===== config.mk =====
export PLATFORM = sky130hd
export DESIGN_NAME = event_rate_alarm_column_tracker
export DESIGN_NICKNAME = d
export VERILOG_FILES = /design/src/rtl/ertk_pkg.sv /design/src/rtl/ertk_bin_mem.sv /design/src/rtl/ertk_peak.sv /design/src/rtl/event_rate_alarm_column_tracker.sv
export SDC_FILE = /design/constraint.sdc
export NUM_CORES = 1
export LEC_CHECK = 0
export BUFFER_PORTS_ARGS = -buffer_cell sky130_fd_sc_hd__buf_4
export CELL_PAD_IN_SITES_DETAIL_PLACEMENT = 1
export CELL_PAD_IN_SITES_GLOBAL_PLACEMENT = 2
export CORE_MARGIN = 5
export CORE_UTILIZATION = 44
export DETAILED_ROUTE_END_ITERATION = 8
export GPL_TIMING_DRIVEN = 0
export PLACE_DENSITY = 0.93
export SLEW_MARGIN = 20
export SYNTH_ARGS = -nofsm -noshare
export SYNTH_HDL_FRONTEND = slang
export SYNTH_SLANG_ARGS = --single-unit

===== constraint.sdc =====
create_clock -name clk -period 12.6 [get_ports clk]
set_input_delay 2.52 -clock clk [delete_from_list [all_inputs] [get_ports clk]]
set_output_delay 2.52 -clock clk [all_outputs]
set_load 0.02 [all_outputs]

===== src/rtl/ertk_pkg.sv =====
// ertk_pkg: shared types and constants for the event rate alarm and column tracker
// no dependencies; imported by every module of the block

package ertk_pkg;

    // default number of column bins
    localparam int NUM_COLUMNS_DEF = 8;

    // field widths
    localparam int X_W     = 7;
    localparam int BIN_W   = 8;
    localparam int RATE_W  = 7;
    localparam int SEQ_W   = 4;
    localparam int POS_W   = 3;
    localparam int EVT_W   = 4;
    localparam int BATCH_W = 5;
    localparam int LEAK_W  = 3;
    localparam int DCNT_W  = 8;
    localparam int CFG_IDX_W  = 3;
    localparam int CFG_DATA_W = 8;

    // x coordinate to column bin
    localparam int BIN_LSB = 4;

    // largest batch, smallest batch
    localparam logic [BATCH_W-1:0] MAX_BATCH = 5'd16;
    localparam logic [BATCH_W-1:0] MIN_BATCH = 5'd1;

    // register reset values
    localparam logic [BATCH_W-1:0] BATCH_SIZE_RST = 5'd4;
    localparam logic [LEAK_W-1:0]  LEAK_SHIFT_RST = 3'd3;
    localparam logic [RATE_W-1:0]  ALARM_THR_RST  = 7'd24;
    localparam logic [RATE_W-1:0]  RATE_CAP_RST   = 7'd127;
    localparam logic [BIN_W-1:0]   BIN_CAP_RST    = 8'd255;
    localparam logic [DCNT_W-1:0]  DECAY_PER_RST  = 8'd32;

    // configuration register indexes
    typedef enum logic [CFG_IDX_W-1:0] {
        CFG_BATCH_SIZE  = 3'd0,
        CFG_LEAK_SHIFT  = 3'd1,
        CFG_ALARM_THR   = 3'd2,
        CFG_RATE_CAP    = 3'd3,
        CFG_BIN_CAP     = 3'd4,
        CFG_DECAY_PER   = 3'd5
    } cfg_idx_t;

    // control from the sequencer to the peak tracker
    typedef struct packed {
        logic clear;
        logic sample;
    } peak_ctl_t;

endpackage


===== src/rtl/ertk_bin_mem.sv =====
// ertk_bin_mem: column bin storage, one write and one registered read port
// depends on ertk_pkg; per-entry valid bits give the all-zero reset contents

module ertk_bin_mem #(
    parameter int NUM_COLUMNS = ertk_pkg::NUM_COLUMNS_DEF
) (
    input  logic                                  clk,
    input  logic                                  rst_n,
    input  logic                                  rd_en,
    input  logic [$clog2(NUM_COLUMNS)-1:0]        rd_addr,
    output logic [ertk_pkg::BIN_W-1:0]            rd_data,
    input  logic                                  wr_en,
    input  logic [$clog2(NUM_COLUMNS)-1:0]        wr_addr,
    input  logic [ertk_pkg::BIN_W-1:0]            wr_data
);
    import ertk_pkg::*;

    logic [BIN_W-1:0]       mem [NUM_COLUMNS];
    logic [NUM_COLUMNS-1:0] vld_reg;
    logic [BIN_W-1:0]       rd_q_reg;
    logic                   rd_vld_reg;

    // storage array and read register
    always_ff @(posedge clk)
    begin
        if (wr_en)
        begin
            mem[wr_addr] <= wr_data;
        end
        if (rd_en)
        begin
            rd_q_reg <= mem[rd_addr];
        end
    end

    // written-entry flags, cleared at reset
    always_ff @(posedge clk or negedge rst_n)
    begin
        if (!rst_n)
        begin
            vld_reg    <= '0;
            rd_vld_reg <= 1'b0;
        end
        else
        begin
            if (wr_en)
            begin
                vld_reg[wr_addr] <= 1'b1;
            end
            if (rd_en)
            begin
                rd_vld_reg <= vld_reg[rd_addr];
            end
        end
    end

    // unwritten entries read as zero
    assign rd_data = rd_vld_reg ? rd_q_reg : '0;

endmodule


===== src/rtl/ertk_peak.sv =====
// ertk_peak: running argmax over the bins seen during the batch-end scan
// depends on ertk_pkg; strictly greater wins, so the lowest index keeps a tie

module ertk_peak #(
    parameter int NUM_COLUMNS = ertk_pkg::NUM_COLUMNS_DEF
) (
    input  logic                            clk,
    input  logic                            rst_n,
    input  ertk_pkg::peak_ctl_t             ctl,
    input  logic [$clog2(NUM_COLUMNS)-1:0]  idx,
    input  logic [ertk_pkg::BIN_W-1:0]      value,
    output logic [$clog2(NUM_COLUMNS)-1:0]  pos
);
    import ertk_pkg::*;

    localparam int COL_W = $clog2(NUM_COLUMNS);

    logic [BIN_W-1:0] peak_reg;
    logic [COL_W-1:0] pos_reg;

    // compare and capture
    always_ff @(posedge clk or negedge rst_n)
    begin
        if (!rst_n)
        begin
            peak_reg <= '0;
            pos_reg  <= '0;
        end
        else
        begin
            priority if (ctl.clear)
            begin
                peak_reg <= '0;
                pos_reg  <= '0;
            end
            else if (ctl.sample && (value > peak_reg))
            begin
                peak_reg <= value;
                pos_reg  <= idx;
            end
        end
    end

    assign pos = pos_reg;

endmodule


===== src/rtl/event_rate_alarm_column_tracker.sv =====
// event_rate_alarm_column_tracker: leaky event rate alarm with column argmax tracking
// each event reads then writes back its bin; a batch-end event adds a scan of every bin
// a new event is taken only in idle, after the previous event's bin update, scan and emit are done
// the batch-end scan reads every bin, and rewrites each halved when decay is due, through the single memory port pair
// reset: all counters, integrator, progress and bins read as zero; registers take defaults
// depends on ertk_pkg, ertk_bin_mem, ertk_peak

module event_rate_alarm_column_tracker #(
    parameter int NUM_COLUMNS = ertk_pkg::NUM_COLUMNS_DEF
) (
    input  logic                                clk,
    input  logic                                rst_n,
    // configuration
    input  logic                                cfg_we,
    input  logic [ertk_pkg::CFG_IDX_W-1:0]      cfg_idx,
    input  logic [ertk_pkg::CFG_DATA_W-1:0]     cfg_data,
    // event input
    input  logic                                in_valid,
    output logic                                in_ready,
    input  logic [ertk_pkg::X_W-1:0]            x_coord,
    // status output
    output logic                                out_valid,
    input  logic                                out_ready,
    output logic [ertk_pkg::SEQ_W-1:0]          batch_seq,
    output logic [ertk_pkg::POS_W-1:0]          progress,
    output logic [ertk_pkg::POS_W-1:0]          position,
    output logic [ertk_pkg::RATE_W-1:0]         rate,
    output logic                                alarm
);
    import ertk_pkg::*;

    localparam int COL_W = $clog2(NUM_COLUMNS);
    localparam int CNT_W = $clog2(NUM_COLUMNS + 1);
    localparam logic [POS_W:0]   LAST_COL = (POS_W+1)'(NUM_COLUMNS - 1);
    localparam logic [CNT_W-1:0] SCAN_END = CNT_W'(NUM_COLUMNS);

    typedef enum logic [1:0] {
        S_IDLE,
        S_UPD,
        S_SCAN,
        S_EMIT
    } state_t;

    state_t state_reg;

    // configuration registers
    logic [BATCH_W-1:0] batch_size_reg;
    logic [LEAK_W-1:0]  leak_shift_reg;
    logic [RATE_W-1:0]  alarm_thr_reg;
    logic [RATE_W-1:0]  rate_cap_reg;
    logic [BIN_W-1:0]   bin_cap_reg;
    logic [DCNT_W-1:0]  decay_per_reg;

    // block state
    logic [RATE_W-1:0]  rate_reg;
    logic [EVT_W-1:0]   evt_cnt_reg;
    logic [DCNT_W-1:0]  decay_cnt_reg;
    logic [SEQ_W-1:0]   seq_reg;
    logic [POS_W-1:0]   progress_reg;
    logic [COL_W-1:0]   col_reg;
    logic               decay_now_reg;
    logic [CNT_W-1:0]   scan_cnt_reg;

    // output register
    logic               out_valid_reg;
    logic [SEQ_W-1:0]   batch_seq_reg;
    logic [POS_W-1:0]   progress_out_reg;
    logic [POS_W-1:0]   position_reg;
    logic [RATE_W-1:0]  rate_out_reg;
    logic               alarm_reg;

    // memory and peak tracker connections
    logic               mem_rd_en;
    logic [COL_W-1:0]   mem_rd_addr;
    logic [BIN_W-1:0]   mem_rd_data;
    logic               mem_we;
    logic [COL_W-1:0]   mem_wr_addr;
    logic [BIN_W-1:0]   mem_wr_data;
    peak_ctl_t          peak_ctl;
    logic [COL_W-1:0]   peak_pos;

    // combinational helpers
    logic               in_beat;
    logic [POS_W:0]     col_raw;
    logic [POS_W:0]     col_lim;
    logic [COL_W-1:0]   col_in;
    logic [BIN_W-1:0]   bin_inc;
    logic [RATE_W-1:0]  rate_inc;
    logic [RATE_W-1:0]  rate_leak;
    logic [BATCH_W-1:0] eff_batch;
    logic [BATCH_W-1:0] evt_nx;
    logic               batch_end;
    logic [DCNT_W-1:0]  dcnt_inc;
    logic               decay_hit;
    logic [CNT_W-1:0]   scan_prev;
    logic [COL_W-1:0]   scan_idx;
    logic [BIN_W-1:0]   scan_val;
    logic               scan_proc;
    logic               scan_rd;
    logic               out_free;
    logic               emit_load;
    logic [POS_W-1:0]   pos_ext;

    assign in_ready = (state_reg == S_IDLE);
    assign in_beat  = in_valid && in_ready;

    // column bin of the incoming event, clamped to the last bin
    assign col_raw = {1'b0, x_coord[X_W-1:BIN_LSB]};
    assign col_lim = (col_raw > LAST_COL) ? LAST_COL : col_raw;
    assign col_in  = col_lim[COL_W-1:0];

    // saturating increments
    assign bin_inc  = (mem_rd_data < bin_cap_reg) ? (mem_rd_data + 8'd1) : mem_rd_data;
    assign rate_inc = (rate_reg < rate_cap_reg) ? (rate_reg + 7'd1) : rate_reg;
    assign rate_leak = rate_inc - (rate_inc >> leak_shift_reg);

    // batch boundary
    always_comb
    begin
        priority if (batch_size_reg == '0)
        begin
            eff_batch = MIN_BATCH;
        end
        else if (batch_size_reg > MAX_BATCH)
        begin
            eff_batch = MAX_BATCH;
        end
        else
        begin
            eff_batch = batch_size_reg;
        end
    end
    assign evt_nx    = {1'b0, evt_cnt_reg} + 5'd1;
    assign batch_end = !(evt_nx < eff_batch);
    assign dcnt_inc  = decay_cnt_reg + 8'd1;
    assign decay_hit = (dcnt_inc >= decay_per_reg);

    // scan pipeline: read bin n while bin n-1 comes back
    assign scan_rd   = (state_reg == S_SCAN) && (scan_cnt_reg != SCAN_END);
    assign scan_proc = (state_reg == S_SCAN) && (scan_cnt_reg != '0);
    assign scan_prev = scan_cnt_reg - CNT_W'(1);
    assign scan_idx  = scan_prev[COL_W-1:0];
    assign scan_val  = decay_now_reg ? (mem_rd_data >> 1) : mem_rd_data;

    // memory port control
    always_comb
    begin
        mem_rd_en   = 1'b0;
        mem_rd_addr = col_in;
        mem_we      = 1'b0;
        mem_wr_addr = col_reg;
        mem_wr_data = bin_inc;
        if (in_beat)
        begin
            mem_rd_en = 1'b1;
        end
        if (scan_rd)
        begin
            mem_rd_en   = 1'b1;
            mem_rd_addr = scan_cnt_reg[COL_W-1:0];
        end
        if (state_reg == S_UPD)
        begin
            mem_we = 1'b1;
        end
        if (scan_proc && decay_now_reg)
        begin
            mem_we      = 1'b1;
            mem_wr_addr = scan_idx;
            mem_wr_data = scan_val;
        end
    end

    // peak tracker control
    assign peak_ctl.clear  = (state_reg == S_UPD);
    assign peak_ctl.sample = scan_proc;

    assign out_free  = !out_valid_reg || out_ready;
    assign emit_load = (state_reg == S_EMIT) && out_free;
    assign pos_ext   = POS_W'(peak_pos);

    // configuration writes
    always_ff @(posedge clk or negedge rst_n)
    begin
        if (!rst_n)
        begin
            batch_size_reg <= BATCH_SIZE_RST;
            leak_shift_reg <= LEAK_SHIFT_RST;
            alarm_thr_reg  <= ALARM_THR_RST;
            rate_cap_reg   <= RATE_CAP_RST;
            bin_cap_reg    <= BIN_CAP_RST;
            decay_per_reg  <= DECAY_PER_RST;
        end
        else if (cfg_we)
        begin
            unique case (cfg_idx)
                CFG_BATCH_SIZE: batch_size_reg <= cfg_data[BATCH_W-1:0];
                CFG_LEAK_SHIFT: leak_shift_reg <= cfg_data[LEAK_W-1:0];
                CFG_ALARM_THR:  alarm_thr_reg  <= cfg_data[RATE_W-1:0];
                CFG_RATE_CAP:   rate_cap_reg   <= cfg_data[RATE_W-1:0];
                CFG_BIN_CAP:    bin_cap_reg    <= cfg_data[BIN_W-1:0];
                CFG_DECAY_PER:  decay_per_reg  <= cfg_data[DCNT_W-1:0];
                default:        ;
            endcase
        end
    end

    // sequencer, block state and output register
    always_ff @(posedge clk or negedge rst_n)
    begin
        if (!rst_n)
        begin
            state_reg        <= S_IDLE;
            rate_reg         <= '0;
            evt_cnt_reg      <= '0;
            decay_cnt_reg    <= '0;
            seq_reg          <= '0;
            progress_reg     <= '0;
            col_reg          <= '0;
            decay_now_reg    <= 1'b0;
            scan_cnt_reg     <= '0;
            out_valid_reg    <= 1'b0;
            batch_seq_reg    <= '0;
            progress_out_reg <= '0;
            position_reg     <= '0;
            rate_out_reg     <= '0;
            alarm_reg        <= 1'b0;
        end
        else
        begin
            if (out_valid_reg && out_ready && !emit_load)
            begin
                out_valid_reg <= 1'b0;
            end
            unique case (state_reg)
                S_IDLE:
                begin
                    if (in_beat)
                    begin
                        col_reg   <= col_in;
                        state_reg <= S_UPD;
                    end
                end
                S_UPD:
                begin
                    if (batch_end)
                    begin
                        evt_cnt_reg   <= '0;
                        rate_reg      <= rate_leak;
                        decay_now_reg <= decay_hit;
                        decay_cnt_reg <= decay_hit ? '0 : dcnt_inc;
                        scan_cnt_reg  <= '0;
                        state_reg     <= S_SCAN;
                    end
                    else
                    begin
                        evt_cnt_reg <= evt_nx[EVT_W-1:0];
                        rate_reg    <= rate_inc;
                        state_reg   <= S_IDLE;
                    end
                end
                S_SCAN:
                begin
                    scan_cnt_reg <= scan_cnt_reg + CNT_W'(1);
                    if (scan_cnt_reg == SCAN_END)
                    begin
                        state_reg <= S_EMIT;
                    end
                end
                S_EMIT:
                begin
                    if (out_free)
                    begin
                        seq_reg          <= seq_reg + 4'd1;
                        progress_reg     <= (pos_ext > progress_reg) ? pos_ext : progress_reg;
                        out_valid_reg    <= 1'b1;
                        batch_seq_reg    <= seq_reg + 4'd1;
                        progress_out_reg <= (pos_ext > progress_reg) ? pos_ext : progress_reg;
                        position_reg     <= pos_ext;
                        rate_out_reg     <= rate_reg;
                        alarm_reg        <= (rate_reg > alarm_thr_reg);
                        state_reg        <= S_IDLE;
                    end
                end
                default:
                begin
                    state_reg <= S_IDLE;
                end
            endcase
        end
    end

    // bin storage
    ertk_bin_mem #(
        .NUM_COLUMNS (NUM_COLUMNS)
    ) u_bin_mem (
        .clk     (clk),
        .rst_n   (rst_n),
        .rd_en   (mem_rd_en),
        .rd_addr (mem_rd_addr),
        .rd_data (mem_rd_data),
        .wr_en   (mem_we),
        .wr_addr (mem_wr_addr),
        .wr_data (mem_wr_data)
    );

    // argmax over the scan
    ertk_peak #(
        .NUM_COLUMNS (NUM_COLUMNS)
    ) u_peak (
        .clk   (clk),
        .rst_n (rst_n),
        .ctl   (peak_ctl),
        .idx   (scan_idx),
        .value (scan_val),
        .pos   (peak_pos)
    );

    assign out_valid = out_valid_reg;
    assign batch_seq = batch_seq_reg;
    assign progress  = progress_out_reg;
    assign position  = position_reg;
    assign rate      = rate_out_reg;
    assign alarm     = alarm_reg;

    // an accepted beat is always followed by its bin update
    a_beat_to_upd: assert property (@(posedge clk) disable iff (!rst_n)
        in_beat |=> (state_reg == S_UPD))
        else $error("accepted beat did not move to bin update");

    // the bin memory is never written while waiting for an event
    a_no_idle_write: assert property (@(posedge clk) disable iff (!rst_n)
        (state_reg == S_IDLE) |-> !mem_we)
        else $error("bin write while idle");

    // progress is a ratchet
    a_progress_ratchet: assert property (@(posedge clk) disable iff (!rst_n)
        1'b1 |=> (progress_reg >= $past(progress_reg)))
        else $error("progress went backwards");

    // scan counter stays within the bin range
    a_scan_range: assert property (@(posedge clk) disable iff (!rst_n)
        (state_reg == S_SCAN) |-> (scan_cnt_reg <= SCAN_END))
        else $error("scan counter out of range");

    // a new status beat is loaded only when the output register is free
    a_out_no_overwrite: assert property (@(posedge clk) disable iff (!rst_n)
        (out_valid_reg && !out_ready) |=> (out_valid_reg && $stable(batch_seq_reg)))
        else $error("pending status beat overwritten");

endmodule

Word level (Yosys, flattened, before mapping)
Memory sizes are Yosys's and may differ from the RTL's. A register that Yosys moved wholly into a read port is not among the register bits.
Index checks and enable logic that the tools add are counted.
{ "word_totals": {"ff_bits": 106, "latch_bits": 0, "ramBits": 64, "rom_bits": 0, "in_bits": 23, "output_inout_bits": 20, "wordCells": 129, "memories": 1} }
{ "classes": {"n_addsub": 8, "n_mul": 0, "n_div": 0, "magnitude_cmp": 12, "eq_ne": 14, "n_shift": 1, "mux": 38, "bitwise_logic": 2, "n_reduce_logical": 30} }
{ "memory_table": {"columns": ["memory", "words", "width", "read_ports", "rd_ports_with_merged_regs", "write_ports", "line_no", "text"], "rows": [
  ["u_bin_mem.mem", 8, 8, 1, 1, 1, "ertk_bin_mem.sv:18", "logic [BIN_W-1:0] mem [NUM_COLUMNS];"]
]} }
{ "ops": {"columns": ["op", "n"], "rows": [
  ["$mux 8", 7],
  ["$reduce_and 2->1", 10],
  ["$mux 3", 6],
  ["$add 8x1->8 const B", 2],
  ["$mux 7", 2],
  ["$mux 1", 11],
  ["$mux 5", 2],
  ["$logic_and 1x1->1", 9],
  ["$add 4x1->4 const B", 2],
  ["$ge 8x8->1", 1],
  ["$gt 8x8->1", 1],
  ["$lt 3x4->1 const B", 2],
  ["$lt 8x8->1", 1],
  ["$mux 2", 4],
  ["$mux 4", 2],
  ["$or 8x8->8", 1],
  ["$pmux 2 s4", 1],
  ["$pmux 4 s2", 1],
  ["$add 7x1->7 const B", 1],
  ["$gt 7x7->1", 1],
  ["$lt 7x7->1", 1],
  ["$shr 7x3->7", 1],
  ["$sub 7x7->7", 1],
  ["$eq 3x2->1 const B", 2],
  ["other kinds (26)", 33]
]} }

Longest topological paths before layout
{ "depth": {"depth_word": 9, "ltp_mapped": 19, "ltp_nobuf": 19} }

Cells and area by module
A second synthesis with hierarchy kept.
{ "hier_totals": {"cells_unflattened": 832, "hier_area_um2": 9524.1} }
{ "by_module_without_submodules": {"columns": ["module", "n_inst", "cells_per_inst", "area_per_inst_um2", "seq_area_each_um2"], "rows": [
  ["event_rate_alarm_column_tracker", 1, 610, 5621.6, 2178.3],
  ["ertk_bin_mem", 1, 146, 3146.8, 2387.3],
  ["ertk_peak", 1, 76, 755.7, 275.3]
]} }

Worst setup path after synthesis
Ideal clock, no wire load.
{ "synth_timing": {"path_kind": "flip-flop to flip-flop", "startpoint": "register rate_cap_reg[1]", "endpoint": "register rate_reg[6]", "setup_ps": 94, "arrival_ps": 3952, "required_ps": 12506, "slack_ps": 8554, "path_stages_with_launch": 18, "n_path_buf": 0, "period_less_slack_ps": 4046, "cell_sequence": "dfstp_2 > inv_1 > ha_1 > a211o_4 > a211oi_4 > nand4_1 > xnor2_1 > a221o_1 > a221o_1 > ha_1 > fa_1 > nor2b_1 > nor3_1 > o21bai_1 > a21oi_1 > nand3_1 > o22ai_1 > a211oi_1"} }
{ "synth_via": {"elab_chain_len": 5} }
{ "synth_lines": {"columns": ["element", "line_no", "text"], "rows": [
  ["from (decl)", "event_rate_alarm_column_tracker.sv:50", "logic [RATE_W-1:0] rate_cap_reg;"],
  ["from (signal assigned)", "event_rate_alarm_column_tracker.sv:200", "CFG_RATE_CAP: rate_cap_reg <= cfg_data[RATE_W-1:0];"],
  ["$lt 7x7->1 (*)", "event_rate_alarm_column_tracker.sv:114", "assign rate_inc = (rate_reg < rate_cap_reg) ? (rate_reg + 7'd1) : rate_reg;"],
  ["$mux 7 (*)", "event_rate_alarm_column_tracker.sv:114", null],
  ["$shr 7x3->7", "event_rate_alarm_column_tracker.sv:115", "assign rate_leak = rate_inc - (rate_inc >> leak_shift_reg);"],
  ["$sub 7x7->7", "event_rate_alarm_column_tracker.sv:115", null],
  ["$mux 7 (*)", "event_rate_alarm_column_tracker.sv:246", "if (batch_end)"],
  ["to (signal assigned)", "event_rate_alarm_column_tracker.sv:249", "rate_reg <= rate_leak;"],
  ["to (signal assigned)", "event_rate_alarm_column_tracker.sv:258", "rate_reg <= rate_inc;"],
  ["to (decl)", "event_rate_alarm_column_tracker.sv:55", "logic [RATE_W-1:0] rate_reg;"]
]} }
Mark *: on every way between the ends. The rest lies on a longest branch, timed or not.
A chain may end at the register's enable or synchronous reset.

Worst setup path after layout
{ "layout_timing": {"startpoint": "register rate_cap_reg[4]", "endpoint": "register rate_reg[6]"} }
Same word-level chain as after synthesis.

==> metrics.log <==
[metrics] antenna violations before repair: 0
[metrics] number of violations of the max-capacitance limit: 0
[metrics] post-cts resize count: 0
[metrics] post-synth design cell area: 9420 sq um
[metrics] wire length per cell after detailed routing: 17.6 microns
[metrics] antenna cell count: 0
[metrics] syn avg cell area: 10.1 sq um
[metrics] most frequent standard cell in the layout excluding fill and tap cells: sky130_fd_sc_hd__nand2_1
[metrics] crit path cell chain: inv_1 > ha_1 > a211oi_1 > nor2_1 > a211oi_4 > nand3_1 > xor2_1 > inv_1 > a221o_1 > a221o_1 > ha_1 > fa_1 > nor2b_1 > nor3_1 > o21bai_1 > a21oi_1 > nand3_1 > o22ai_1 > a211oi_1
[metrics] clk root buf: sky130_fd_sc_hd__clkbuf_16
[metrics] final weighted congestion in routability-driven placement: 0.788
[metrics] count of hold-fix buffers inserted at cts: 0
[metrics] startpoint of the worst hold path: u_bin_mem.vld_reg[3]
[metrics] Min Hold Slack: 470 ps
[metrics] H-Tree Level Count: 4
[metrics] Setup Skew: 17.9 ps
[metrics] count of flip-flops with a built-in enable after synthesis: 72
[metrics] most used flip-flop cell after synthesis: sky130_fd_sc_hd__dfrtp_1
[metrics] path category of the worst min-delay check: flip-flop to flip-flop
[metrics] count of nets left with antenna violations after detail routing: 0
[metrics] CTS clk-pin slew, worst paths: 80 ps
[metrics] Largest stage delay, worst path: 540 ps
[metrics] detailed-routing iteration count for the pre-antenna-repair pass: 4
[metrics] Core Area: 21,000 sq um
[metrics] filler-free cell count of the finished design: 1,283
[metrics] Critical R2R Launch: rate_cap_reg[4]
[metrics] share of layout cells above drive strength 1: 0.134
[metrics] final worst-path cycle share: 0.382
[metrics] ratio of total power to cell area: 263 nW/um^2
[metrics] number of global-route vias before repair: 7,427
[metrics] arrival time at the worst endpoint: 5170 ps
[metrics] maximum vdd drop: 0.115 mV
[metrics] highest net fanout along the worst path: 9
[metrics] unrepaired setup endpoints after global routing: no
[metrics] CTS Buffer Depth: 2
[metrics] Post-synth ARST share: 0.596
[metrics] Placement Cell Area: 10,100 sq um
[metrics] Setup Viol. Count Final: 0
[metrics] flip-flop count of the largest register after layout: 64
[metrics] synthesized flop and latch total: 178
[metrics] vias after detailed routing: 6,971
[metrics] Setup Fix Bufs, Post-CTS: 0
[metrics] DRC: 0
[metrics] required arrival time at the worst endpoint: 12,950 ps
[metrics] total count of max-transition violations in the final report: 0
[metrics] violation count after the first detailed-routing iteration: 348
[metrics] area of all placed cells without fillers: 10,700 sq um
[metrics] Die Footprint: 24,400 sq um
[metrics] crit path from: rate_cap_reg[4]
[metrics] Syn Nets: 1,018
[metrics] vertical die dimension: 156 microns
[metrics] number of warning messages in the yosys log: 0
[metrics] power consumption: 2820 uW
[metrics] count of clock tree sinks: 178
[metrics] pin count of the biggest net entering global routing: 107
[metrics] area delta synth->final: 13.8%
[metrics] number of buffers added by the clock tree synthesis step: 17
[metrics] leakage power: 0.00466 uW
[metrics] leading cell types in the layout, fill and taps excluded: sky130_fd_sc_hd__nand2_1, sky130_fd_sc_hd__dfrtp_1, sky130_fd_sc_hd__edfxtp_1
[metrics] number of hold violations in the final report: 0
[metrics] clock tree from TritonCTS: built
[metrics] number of nets in the final layout: 1,076
[metrics] critical path buffer and inverter count: 2
[metrics] number of fill cells: 2,355
[metrics] Fmax achieved: 0.208 GHz
[metrics] Clock Latency Late Sink: 450 ps
[metrics] critical path startpoint category: flip-flop
[metrics] multi-input combinational cell area: 4200 sq um
[metrics] FP Rows: 53
[metrics] result of the run: completed
[metrics] transition time at the pin with the least slew margin: 952 ps
[metrics] Die Width: 156 microns
[metrics] Starting Density: 0.448
[metrics] unique cell type count in the Yosys netlist: 65
[metrics] Worst Path Class, Setup: flip-flop to flip-flop
[metrics] synthesized netlist cell count: 937
[metrics] total of buffers placed on input and output ports: 38
[metrics] Placed Cells incl. Taps: 1,250
[metrics] cell with the largest stage delay on the worst path: sky130_fd_sc_hd__dfstp_2
[metrics] Sequential Area: 4840 sq um
[metrics] overall fraction of global-route tracks in use: 0.193
[metrics] total congestion overflow: 0
[metrics] share of the yosys chip area belonging to registers: 0.514
[metrics] Largest delay share family, worst path: compound AO/OA/AOI/OAI gates
[metrics] Vias/cell: 5.43
[metrics] Rel. slew slack: 0.358
[metrics] minimum period implied by the final worst setup slack: 4820 ps
[metrics] total negative setup slack: 0 ps
[metrics] total wire length: 22,600 microns
[metrics] endpoint type of the worst setup path: flip-flop
[metrics] HPWL Detailed: 16,700 microns
[metrics] I/O pins: 43
[metrics] first-pass GRT wire length: 38,000 microns
layer usage:
layer	vias to the layer above	part of all wire	global-route usage	wire length [microns]
li1	3403	-	-	-
met4	0	0.016	0.0550	369
met1	3467	0.46	0.254	10400
met5	-	0	0	0
met2	75	0.50	0.334	11300
met3	26	0.023	0.0282	516
power by group:
group | total, uW | internal, uW | switching, uW
combinational | 1310 | 487 | 822
sequential | 950 | 845 | 105
clock | 556 | 277 | 279
cell families after synthesis:
group	Yosys count	share of synthesized area
fa+ha+maj	58	0.0778
xor+xnor	25	0.0232
buf+inv	101	0.0414
mux	41	0.0487
simple gates	339	0.162
flops	178	0.514
compound gates	195	0.133
worst paths after layout:
path | to | depth (start not counted) | slack, ps
worst max-delay path | rate_reg[6] | 19 | 7780
worst min-delay path | u_bin_mem.vld_reg[3] | 1 | 470
worst max register to register | rate_reg[6] | 19 | 7780
worst min register to register | u_bin_mem.vld_reg[3] | 1 | 470
max in group asynchronous | bin_cap_reg[2] | 2 | 9910
min in group asynchronous | leak_shift_reg[2] | 1 | 2000
worst reg2reg max path: cells and delay by family, from the launching register on:
kind                     cells  cell delay, ps
AO/OA/AOI/OAI                8            1990
XOR/XNOR                     1             300
adder cells (fa/ha/maj)      3             950
buffers and inverters        2             180
flip-flops                   1             540
AND/OR/NAND/NOR              5             740
Yosys cell counts, types with 3 or more instances:
| cell type | count | area, sq um |
|---|---|---|
| sky130_fd_sc_hd__xnor2_1 | 19 | 166 |
| sky130_fd_sc_hd__dfstp_2 | 21 | 552 |
| sky130_fd_sc_hd__inv_1 | 62 | 233 |
| sky130_fd_sc_hd__dfrtp_1 | 85 | 2130 |
| sky130_fd_sc_hd__a21o_1 | 10 | 75.1 |
| sky130_fd_sc_hd__or2_1 | 5 | 31.3 |
| sky130_fd_sc_hd__o211ai_1 | 11 | 82.6 |
| sky130_fd_sc_hd__a221o_1 | 4 | 40.0 |
| sky130_fd_sc_hd__or2_2 | 5 | 31.3 |
| sky130_fd_sc_hd__nor2_1 | 43 | 161 |
| sky130_fd_sc_hd__and3_1 | 12 | 75.1 |
| sky130_fd_sc_hd__nand3_1 | 29 | 145 |
| sky130_fd_sc_hd__nand2_1 | 189 | 709 |
| sky130_fd_sc_hd__clkbuf_1 | 36 | 135 |
| sky130_fd_sc_hd__nor3_1 | 7 | 35.0 |
| sky130_fd_sc_hd__a31oi_1 | 4 | 25.0 |
| sky130_fd_sc_hd__o31ai_1 | 10 | 75.1 |
| sky130_fd_sc_hd__o21ai_0 | 72 | 360 |
| sky130_fd_sc_hd__edfxtp_1 | 72 | 2160 |
| sky130_fd_sc_hd__a211oi_1 | 7 | 52.6 |
| sky130_fd_sc_hd__a22o_1 | 7 | 61.3 |
| sky130_fd_sc_hd__and2_1 | 5 | 31.3 |
| sky130_fd_sc_hd__nor2b_1 | 7 | 43.8 |
| sky130_fd_sc_hd__nand2b_1 | 11 | 68.8 |
| sky130_fd_sc_hd__o21a_1 | 5 | 37.5 |
| sky130_fd_sc_hd__mux2i_1 | 11 | 110 |
| sky130_fd_sc_hd__nand4_1 | 12 | 75.1 |
| sky130_fd_sc_hd__o21ai_1 | 4 | 20.0 |
| sky130_fd_sc_hd__o22ai_1 | 3 | 18.8 |
| sky130_fd_sc_hd__xor2_1 | 6 | 52.6 |
| sky130_fd_sc_hd__a21oi_1 | 36 | 180 |
| sky130_fd_sc_hd__a311oi_1 | 3 | 26.3 |
| sky130_fd_sc_hd__ha_1 | 57 | 713 |
| sky130_fd_sc_hd__mux2_2 | 29 | 327 |
cell type report:
cell class | instances | area share
Buffer | 39 | 0.0147
Timing Repair Buffer | 39 | 0.0295
Sequential cell | 178 | 0.452
Multi-Input combinational cell | 658 | 0.391
Clock inverter | 15 | 0.0193
Tap cell | 275 | 0.0321
Clock buffer | 17 | 0.0397
Inverter | 62 | 0.0217
stage by stage:
| stage | setup WS, ps | utilization |
|---|---|---|
| floorplan | 8550 | - |
| global placement | 7980 | 0.478 |
| detailed placement | 7960 | 0.478 |
| CTS | 7810 | 0.508 |
| global route | 7560 | 0.510 |
| finish | 7780 | 0.510 |
Power figures use the tool's default switching activity.
